File: config.mk
export PLATFORM = sky130hd
export DESIGN_NAME = winding_number_point_in_polygon_unit
export DESIGN_NICKNAME = d
export VERILOG_FILES = /design/src/rtl/wn_pkg.sv /design/src/rtl/wn_cell.sv /design/src/rtl/wn_edge_unit.sv /design/src/rtl/winding_number_point_in_polygon_unit.sv
export SDC_FILE = /design/constraint.sdc
export NUM_CORES = 2
export LEC_CHECK = 0
export BUFFER_PORTS_ARGS = -buffer_cell sky130_fd_sc_hd__buf_2
export CAP_MARGIN = 10
export CORE_MARGIN = 2
export CORE_UTILIZATION = 63
export DETAILED_ROUTE_END_ITERATION = 10
export GPL_ROUTABILITY_DRIVEN = 0
export PLACE_DENSITY_LB_ADDON = 0.12
export SYNTH_ARGS = -nofsm -noshare
export SYNTH_HDL_FRONTEND = slang
export SYNTH_SLANG_ARGS = --single-unit
File: constraint.sdc
create_clock -name i_clk -period 69.6 [get_ports i_clk]
set_input_delay 13.92 -clock i_clk [delete_from_list [all_inputs] [get_ports i_clk]]
set_output_delay 13.92 -clock i_clk [all_outputs]
set_load 0.02 [all_outputs]
File: src/rtl/wn_pkg.sv
// ----------------------------------------------------------------------------
// wn_pkg: shared types and constants for the winding-number unit
// Request opcodes, sequencer states, edge-unit control and output limits.
// ----------------------------------------------------------------------------
`default_nettype none

package wn_pkg;

    localparam int OPCODE_W    = 2;
    localparam int WINDING_W   = 8;
    localparam int WINDING_MAX = 64;
    // register stages in the edge unit between an edge issue and the updated sum
    localparam int PIPE_DEPTH  = 3;

    typedef enum logic [OPCODE_W-1:0] {
        OP_CLEAR  = 2'd0,
        OP_APPEND = 2'd1,
        OP_QUERY  = 2'd2
    } t_opcode;

    typedef enum logic [1:0] {
        ST_IDLE,
        ST_ROTATE,
        ST_CLOSE,
        ST_DRAIN
    } t_state;

    typedef struct packed {
        logic issue;   // evaluate one edge this cycle
        logic clear;   // zero the running winding sum
    } t_edge_ctl;

endpackage

`default_nettype wire

File: src/rtl/wn_cell.sv
// ----------------------------------------------------------------------------
// wn_cell: one vertex slot of the polygon ring
// Holds one vertex and takes its neighbor's vertex whenever the ring shifts.
// ----------------------------------------------------------------------------
`default_nettype none

module wn_cell #(
    parameter int COORD_BITS = 16
) (
    input  wire logic                  i_clk,
    input  wire logic                  i_shift,
    input  wire logic [COORD_BITS-1:0] i_x,
    input  wire logic [COORD_BITS-1:0] i_y,
    output logic      [COORD_BITS-1:0] o_x,
    output logic      [COORD_BITS-1:0] o_y
);

    logic [COORD_BITS-1:0] r_x;
    logic [COORD_BITS-1:0] r_y;

    always_ff @(posedge i_clk) begin
        if (i_shift) begin
            r_x <= i_x;
            r_y <= i_y;
        end
    end

    assign o_x = r_x;
    assign o_y = r_y;

endmodule

`default_nettype wire

File: src/rtl/wn_edge_unit.sv
// ----------------------------------------------------------------------------
// wn_edge_unit: per-edge crossing test and winding accumulator
// Three stages: offsets from the point, two products, cross sign and sum.
// ----------------------------------------------------------------------------
`default_nettype none

module wn_edge_unit #(
    parameter int COORD_BITS = 16,
    parameter int ACC_W      = 8
) (
    input  wire logic                     i_clk,
    input  wire logic                     i_rst_n,
    input  wire wn_pkg::t_edge_ctl        i_ctl,
    input  wire logic [COORD_BITS-1:0]    i_ax,
    input  wire logic [COORD_BITS-1:0]    i_ay,
    input  wire logic [COORD_BITS-1:0]    i_bx,
    input  wire logic [COORD_BITS-1:0]    i_by,
    input  wire logic [COORD_BITS-1:0]    i_px,
    input  wire logic [COORD_BITS-1:0]    i_py,
    output logic signed [ACC_W-1:0]       o_wn
);

    localparam int D_W = COORD_BITS + 1;
    localparam int P_W = 2 * D_W;

    logic signed [D_W-1:0] d_ax, d_ay, d_bx, d_by;
    logic signed [D_W-1:0] r_ax, r_ay, r_bx, r_by;
    logic                  r_v1, r_v2;
    logic signed [P_W-1:0] r_m1, r_m2;
    logic                  r_up2, r_dn2;   // crossing direction flags, stage 2
    logic signed [P_W:0]   d_cross;
    logic signed [ACC_W-1:0] r_acc, n_acc;

    // stage 1: offsets relative to the query point
    assign d_ax = $signed({i_ax[COORD_BITS-1], i_ax}) - $signed({i_px[COORD_BITS-1], i_px});
    assign d_ay = $signed({i_ay[COORD_BITS-1], i_ay}) - $signed({i_py[COORD_BITS-1], i_py});
    assign d_bx = $signed({i_bx[COORD_BITS-1], i_bx}) - $signed({i_px[COORD_BITS-1], i_px});
    assign d_by = $signed({i_by[COORD_BITS-1], i_by}) - $signed({i_py[COORD_BITS-1], i_py});

    always_ff @(posedge i_clk) begin
        r_ax <= d_ax;
        r_ay <= d_ay;
        r_bx <= d_bx;
        r_by <= d_by;
        r_m1 <= r_ax * r_by;
        r_m2 <= r_ay * r_bx;
        // upward: a at or below the point, b strictly above
        r_up2 <= (r_ay <= $signed({D_W{1'b0}})) && (r_by > $signed({D_W{1'b0}}));
        // downward: a strictly above, b at or below
        r_dn2 <= (r_ay > $signed({D_W{1'b0}})) && (r_by <= $signed({D_W{1'b0}}));
    end

    // stage 3: exact cross product sign, then accumulate
    assign d_cross = $signed({r_m1[P_W-1], r_m1}) - $signed({r_m2[P_W-1], r_m2});

    always_comb begin
        n_acc = r_acc;
        if (i_ctl.clear) begin
            n_acc = '0;
        end else if (r_v2) begin
            if (r_up2 && (d_cross > $signed({(P_W+1){1'b0}}))) begin
                n_acc = r_acc + ACC_W'(1);
            end else if (r_dn2 && (d_cross < $signed({(P_W+1){1'b0}}))) begin
                n_acc = r_acc - ACC_W'(1);
            end
        end
    end

    always_ff @(posedge i_clk) begin
        if (!i_rst_n) begin
            r_v1  <= 1'b0;
            r_v2  <= 1'b0;
            r_acc <= '0;
        end else begin
            r_v1  <= i_ctl.issue;
            r_v2  <= r_v1;
            r_acc <= n_acc;
        end
    end

    assign o_wn = r_acc;

endmodule

`default_nettype wire

File: src/rtl/winding_number_point_in_polygon_unit.sv
// ----------------------------------------------------------------------------
// winding_number_point_in_polygon_unit: polygon store and winding-number test
// Clear and append requests leave busy low. A query request raises busy
// while the vertex ring makes one full turn (one vertex per cycle), the
// closing edge is issued and the 3-stage edge unit drains; its result then
// strobes on o_valid with busy already low, so the next request is taken
// in that same cycle. The receiver cannot stall. Synchronous active-low
// reset clears the vertex count and control; vertex cells are not reset.
// ----------------------------------------------------------------------------
`default_nettype none

module winding_number_point_in_polygon_unit #(
    parameter int MAX_VERTICES = 64,
    parameter int COORD_BITS   = 16
) (
    input  wire logic                         i_clk,
    input  wire logic                         i_rst_n,
    input  wire logic                         start,
    output logic                              busy,
    input  wire logic [wn_pkg::OPCODE_W-1:0]  i_opcode,
    input  wire logic signed [15:0]           i_coord_x,
    input  wire logic signed [15:0]           i_coord_y,
    output logic                              o_valid,
    output logic                              o_inside_res,
    output logic signed [wn_pkg::WINDING_W-1:0] o_winding
);

    localparam int CNT_W = $clog2(MAX_VERTICES + 1);
    localparam int ACC_W = CNT_W + 1;            // |winding| <= MAX_VERTICES
    localparam int SAT_W = ACC_W + wn_pkg::WINDING_W;
    localparam logic [CNT_W-1:0] NV = CNT_W'(MAX_VERTICES);

    // ------------------------------------------------------------------
    // Coordinate intake: low COORD_BITS bits as two's complement. Above
    // 16 bits the port value is zero-extended, so its sign is not carried.
    // ------------------------------------------------------------------
    logic [COORD_BITS-1:0] d_cx, d_cy;

    generate
        if (COORD_BITS <= 16) begin : g_narrow
            assign d_cx = i_coord_x[COORD_BITS-1:0];
            assign d_cy = i_coord_y[COORD_BITS-1:0];
        end else begin : g_wide
            assign d_cx = {{(COORD_BITS-16){1'b0}}, i_coord_x};
            assign d_cy = {{(COORD_BITS-16){1'b0}}, i_coord_y};
        end
    endgenerate

    // ------------------------------------------------------------------
    // Control registers
    // ------------------------------------------------------------------
    wn_pkg::t_state   r_state, n_state;
    logic [CNT_W-1:0] r_count, n_count;
    logic [CNT_W-1:0] r_step, n_step;
    logic [1:0]       r_drain, n_drain;
    logic             r_valid, n_valid;

    logic [COORD_BITS-1:0] r_px, r_py;
    logic [COORD_BITS-1:0] r_prev_x, r_prev_y;
    logic [COORD_BITS-1:0] r_first_x, r_first_y;
    logic                  r_inside;
    logic signed [wn_pkg::WINDING_W-1:0] r_winding;

    logic accept;
    logic do_append;
    logic ring_shift;
    wn_pkg::t_edge_ctl edge_ctl;
    logic [CNT_W-1:0] first_idx;
    logic head_live;   // head cell holds a polygon vertex this step

    assign accept    = start && !busy;
    assign do_append = accept && (i_opcode == wn_pkg::OP_APPEND) && (r_count < NV);
    // vertices sit in the top r_count cells, oldest first, after appends
    assign first_idx = NV - r_count;
    assign head_live = (r_state == wn_pkg::ST_ROTATE) && (r_step >= first_idx);

    // ------------------------------------------------------------------
    // Vertex ring: cell k takes cell k+1; the tail takes either the new
    // vertex (append) or the head (rotation during a query).
    // ------------------------------------------------------------------
    logic [COORD_BITS-1:0] c_x [MAX_VERTICES];
    logic [COORD_BITS-1:0] c_y [MAX_VERTICES];

    assign ring_shift = do_append || (r_state == wn_pkg::ST_ROTATE);

    generate
        for (genvar k = 0; k < MAX_VERTICES; k++) begin : g_ring
            if (k == MAX_VERTICES - 1) begin : g_tail
                wn_cell #(.COORD_BITS(COORD_BITS)) u_cell (
                    .i_clk   (i_clk),
                    .i_shift (ring_shift),
                    .i_x     ((r_state == wn_pkg::ST_ROTATE) ? c_x[0] : d_cx),
                    .i_y     ((r_state == wn_pkg::ST_ROTATE) ? c_y[0] : d_cy),
                    .o_x     (c_x[k]),
                    .o_y     (c_y[k])
                );
            end else begin : g_body
                wn_cell #(.COORD_BITS(COORD_BITS)) u_cell (
                    .i_clk   (i_clk),
                    .i_shift (ring_shift),
                    .i_x     (c_x[k+1]),
                    .i_y     (c_y[k+1]),
                    .o_x     (c_x[k]),
                    .o_y     (c_y[k])
                );
            end
        end
    endgenerate

    // ------------------------------------------------------------------
    // Edge unit: edge (prev -> head) while rotating, (last -> first) at close
    // ------------------------------------------------------------------
    logic signed [ACC_W-1:0] wn_sum;

    wn_edge_unit #(
        .COORD_BITS (COORD_BITS),
        .ACC_W      (ACC_W)
    ) u_edge (
        .i_clk   (i_clk),
        .i_rst_n (i_rst_n),
        .i_ctl   (edge_ctl),
        .i_ax    (r_prev_x),
        .i_ay    (r_prev_y),
        .i_bx    ((r_state == wn_pkg::ST_CLOSE) ? r_first_x : c_x[0]),
        .i_by    ((r_state == wn_pkg::ST_CLOSE) ? r_first_y : c_y[0]),
        .i_px    (r_px),
        .i_py    (r_py),
        .o_wn    (wn_sum)
    );

    // ------------------------------------------------------------------
    // Sequencer
    // ------------------------------------------------------------------
    always_comb begin
        n_state        = r_state;
        n_count        = r_count;
        n_step         = r_step;
        n_drain        = r_drain;
        n_valid        = 1'b0;
        busy           = (r_state != wn_pkg::ST_IDLE);
        edge_ctl.issue = 1'b0;
        edge_ctl.clear = 1'b0;
        case (r_state)
            wn_pkg::ST_IDLE: begin
                if (accept) begin
                    case (i_opcode)
                        wn_pkg::OP_CLEAR: n_count = '0;
                        wn_pkg::OP_APPEND: begin
                            if (do_append) begin
                                n_count = r_count + CNT_W'(1);
                            end
                        end
                        wn_pkg::OP_QUERY: begin
                            edge_ctl.clear = 1'b1;
                            n_step         = '0;
                            n_state        = wn_pkg::ST_ROTATE;
                        end
                        default: ;   // unused opcode: ignored
                    endcase
                end
            end
            wn_pkg::ST_ROTATE: begin
                // the first live head only seeds prev/first
                edge_ctl.issue = head_live && (r_step != first_idx);
                n_step         = r_step + CNT_W'(1);
                if (r_step == NV - CNT_W'(1)) begin
                    n_state = wn_pkg::ST_CLOSE;
                end
            end
            wn_pkg::ST_CLOSE: begin
                edge_ctl.issue = (r_count != '0);
                n_drain        = '0;
                n_state        = wn_pkg::ST_DRAIN;
            end
            wn_pkg::ST_DRAIN: begin
                n_drain = r_drain + 2'd1;
                if (r_drain == 2'(wn_pkg::PIPE_DEPTH - 1)) begin
                    n_valid = 1'b1;
                    n_state = wn_pkg::ST_IDLE;
                end
            end
            default: n_state = wn_pkg::ST_IDLE;
        endcase
    end

    always_ff @(posedge i_clk) begin
        if (!i_rst_n) begin
            r_state <= wn_pkg::ST_IDLE;
            r_count <= '0;
            r_step  <= '0;
            r_drain <= '0;
            r_valid <= 1'b0;
        end else begin
            r_state <= n_state;
            r_count <= n_count;
            r_step  <= n_step;
            r_drain <= n_drain;
            r_valid <= n_valid;
        end
    end

    // Datapath registers (no reset needed)
    logic signed [SAT_W-1:0] wn_ext;
    assign wn_ext = SAT_W'(wn_sum);

    always_ff @(posedge i_clk) begin
        if (accept && (i_opcode == wn_pkg::OP_QUERY)) begin
            r_px <= d_cx;
            r_py <= d_cy;
        end
        if (head_live) begin
            r_prev_x <= c_x[0];
            r_prev_y <= c_y[0];
            if (r_step == first_idx) begin
                r_first_x <= c_x[0];
                r_first_y <= c_y[0];
            end
        end
        if (n_valid) begin
            r_inside <= (wn_sum != '0);
            // saturate the reported count; inside uses the true count
            if (wn_ext > SAT_W'(wn_pkg::WINDING_MAX)) begin
                r_winding <= wn_pkg::WINDING_W'(wn_pkg::WINDING_MAX);
            end else if (wn_ext < -SAT_W'(wn_pkg::WINDING_MAX)) begin
                r_winding <= -wn_pkg::WINDING_W'(wn_pkg::WINDING_MAX);
            end else begin
                r_winding <= wn_ext[wn_pkg::WINDING_W-1:0];
            end
        end
    end

    assign o_valid      = r_valid;
    assign o_inside_res = r_inside;
    assign o_winding    = r_winding;

    // ------------------------------------------------------------------
    // Assertions
    // ------------------------------------------------------------------
    a_count_bound: assert property (@(posedge i_clk) disable iff (!i_rst_n)
        r_count <= NV)
        else $error("vertex count beyond capacity");

    a_query_busy: assert property (@(posedge i_clk) disable iff (!i_rst_n)
        (accept && (i_opcode == wn_pkg::OP_QUERY)) |=> busy)
        else $error("query accepted but unit not busy");

    a_result_after_drain: assert property (@(posedge i_clk) disable iff (!i_rst_n)
        $rose(o_valid) |-> $past(r_state == wn_pkg::ST_DRAIN))
        else $error("result strobe without a finished query");

    a_single_strobe: assert property (@(posedge i_clk) disable iff (!i_rst_n)
        o_valid |=> !o_valid)
        else $error("result strobe longer than one cycle");

    a_no_shift_when_closing: assert property (@(posedge i_clk) disable iff (!i_rst_n)
        (r_state == wn_pkg::ST_CLOSE || r_state == wn_pkg::ST_DRAIN) |-> !ring_shift)
        else $error("ring moved outside a request");

endmodule

`default_nettype wire

==> flow_metrics.py <==
metrics = {
    "outcome": {
        "outcome": "finished, final reports clean",
    },
    "clock_tree": {
        "htreeDepth": 4,
        "cts.sinks": 2320,
        "postCtsHoldBufs": 0,
        "clockBufferDepth": 3,
        "cts_tree": "yes",
        "numCtsBuffers": 211,
        "cts_setup_buffers": 0,
        "root_buffer": "clkbuf_16",
        "clk_pin_slew_ps": 60,
        "insertion_delay_ps": 840,
        "cts_resized": 0,
    },
    "setup_path": {
        "r2r-start": "r_count[0]$_SDFFE_PN0P_",
        "cp-end-kind": "flip-flop",
        "crit_arrival_ps": 21520,
        "required_ps": 70040,
        "start_kind": "input port",
        "setup.worst_path.class": "input port to flip-flop",
        "critical_path.startpoint": "start",
        "cp_max_fo": 204,
        "rrSetupSlack_ps": 60510,
    },
    "yosys": {
        "syn_area_per_cell_um2": 16.8,
        "netlist_area_um2": 96900,
        "synth_edf_count": 2153,
        "synth_most_common_cell": "edfxtp_1",
        "synth_top_cell_area_share_pct": 66.7,
        "syn_nets": 6684,
        "synth_compound_area_share_pct": 2.78,
        "ys_warn_count": 0,
        "synth_top_area_cell": "edfxtp_1",
        "synth.distinct_cells": 76,
        "synth-xor-area-share_pct": 1.24,
        "synth_async_sr_flop_share_pct": 0,
        "synthCells": 5759,
        "synth_seq_cells": 2320,
        "yosysSeqAreaShare_pct": 70.2,
        "yosys-top-cells-count": "edfxtp_1 (2,153), inv_1 (742), fa_1 (598), nand2_1 (364), and2_1 (311)",
        "yosys.area_share.adder_pct": 16.1,
        "synthFlopType": "edfxtp_1",
        "synth_top_family_by_area": "adder cells",
        "synth-simple-area-share_pct": 5.39,
        "synth.mux.area_fraction_pct": 0.930,
        "synth_area_leaders": "edfxtp_1 (67%), fa_1 (12%), ha_1 (3.7%)",
    },
    "routing": {
        "drt.antenna.violating_nets": 0,
        "first_iter_violations": 3769,
        "routed_wl_mm": 169,
        "wl_per_cell_um": 20.7,
        "dr.pass1.iters": 7,
        "drc": 0,
        "vias_per_cell": 5.51,
        "num_vias": 44900,
    },
    "sta": {
        "slew_viol_final": 0,
        "finalHoldViolations": 0,
        "tns_ps": 0,
        "fin_crit_sh_pct": 30.3,
        "setup_viol": 0,
        "rsz0062_at_grt": "false",
        "fin_crit_ps": 21070,
        "slew_headroom_pct": 21.8,
        "worstMarginPinSlew_ps": 1170,
        "fmax_mhz": 47.5,
        "skew_ps": 65.7,
    },
    "hold_path": {
        "worstHoldStart": "g_ring[60].g_body.u_cell.o_x[3]$_DFFE_PP_",
        "hold_path_class": "flip-flop to flip-flop",
    },
    "global_routing": {
        "grt_pass1_vias": 46800,
        "grt_usage_pct": 22.4,
        "gr-total-overflow": 0,
        "antenna_found_initial": 11,
        "grt_pass1_wl_mm": 267,
        "grt_max_degree": 212,
    },
    "cells_and_area": {
        "final_layout_size_suffix_gt1_share_pct": 8.26,
        "nNetsFinal": 6858,
        "area_growth_pct": 10.1,
        "fill_cells": 9596,
    },
    "floorplan": {
        "io_pins": 48,
        "die_h_um": 396,
        "chipWidth_um": 396,
        "initial_core_util_pct": 63.6,
        "die_area_um2": 157000,
        "coreArea_um2": 152000,
        "rows": 143,
    },
    "placement": {
        "io_buffers": 47,
        "dpl.hpwl_mm": 104,
    },
    "run": {
        "max-cap-violations": 0,
    },
}
## cells by family after synthesis
group,Yosys count
and+or+nand+nor,1056
adders and majority gates,888
buffers and inverters,863
xor gates and xnor gates,137
DFF,2320
muxes,82
AOI/OAI and AO/OA,413
## worst paths after layout
path / to / depth (start not counted)
max: g_ring[10].g_body.u_cell.o_x[9]$_DFFE_PP_ / 12
min: g_ring[59].g_body.u_cell.o_x[3]$_DFFE_PP_ / 0
max reg2reg: g_ring[10].g_body.u_cell.o_x[9]$_DFFE_PP_ / 14
min reg2reg: g_ring[59].g_body.u_cell.o_x[3]$_DFFE_PP_ / 0
## cells in the final DEF (no fill, tap or decap), drive strengths merged, types with 12 or more instances in the layout
cell type / n
a211oi: 16
a21boi: 18
a21o: 34
a21oi: 106
a31oi: 16
and2: 311
and3: 13
buf: 81
bufinv: 22
clkbuf: 257
clkinv: 88
clkinvlp: 17
dfxtp: 167
edfxtp: 2153
fa: 598
ha: 290
inv: 756
mux2: 64
mux2i: 18
nand2: 364
nand2b: 30
nand3: 36
nand4: 21
nor2: 166
nor2b: 35
nor3: 32
nor4: 14
o211ai: 15
o21a: 24
o21ai: 96
o21bai: 12
or3: 12
xnor2: 109
xor2: 28
## worst max-delay path, stage by stage
cell and delay (ps):
buf_2 100, nand2_1 100, nor2_1 170, nand3_1 200
nand2b_4 640, buf_12 710, buf_4 1030, buf_12 740
buf_12 680, buf_4 880, buf_4 760, buf_4 850
## registers in the layout, indices dropped and copies added (netlist names), 8 cells and up
name / cells
g_ring.g_body.u_cell.o_x: 1008
g_ring.g_body.u_cell.o_y: 1008
g_ring.g_tail.u_cell.o_x: 16
g_ring.g_tail.u_cell.o_y: 16
o_winding: 8
r_first_x: 16
r_first_y: 16
r_prev_x: 16
r_prev_y: 16
r_px: 16
r_py: 16
u_edge.o_wn: 8
u_edge.r_ax: 17
u_edge.r_ay: 17
u_edge.r_bx: 17
u_edge.r_by: 17
u_edge.r_m1: 34
u_edge.r_m2: 34
## metrics by stage
step	hold WS [ps]	worst slack [ps]	util, %	cell area [um2]	cells
floorplan	400	6290	-	96900	5759
global placement	400	47920	65.4	99500	7750
detailed placement	405	47710	65.4	99500	7750
CTS	354	48700	70.1	107000	8147
global route	352	47830	70.1	107000	8147
finish	360	48530	70.1	107000	8149
## metal layers
layer	global-route usage [%]	part of all wire, %	vias to the layer above
met5	0	0	-
met4	7.37	3.2	0
met3	4.27	5.8	309
met2	33.8	46	1226
met1	33.3	45	23000
li1	-	-	20400
## final cells by class
class | instances | area, um2 | share of cell area, %
flip-flops and latches | 2320 | 68000 | 63.7
clock inverters | 140 | 1580 | 1.48
diodes | 2 | 5.00 | 0.00469
multi-input cells | 2576 | 25600 | 24.0
well taps | 2030 | 2540 | 2.38
inverters | 743 | 2790 | 2.61
repair buffers | 81 | 566 | 0.530
clock buffers | 257 | 5600 | 5.24
Power is not shown: default switching activity piles up to over one toggle a cycle in this logic, so the estimate is an artifact.
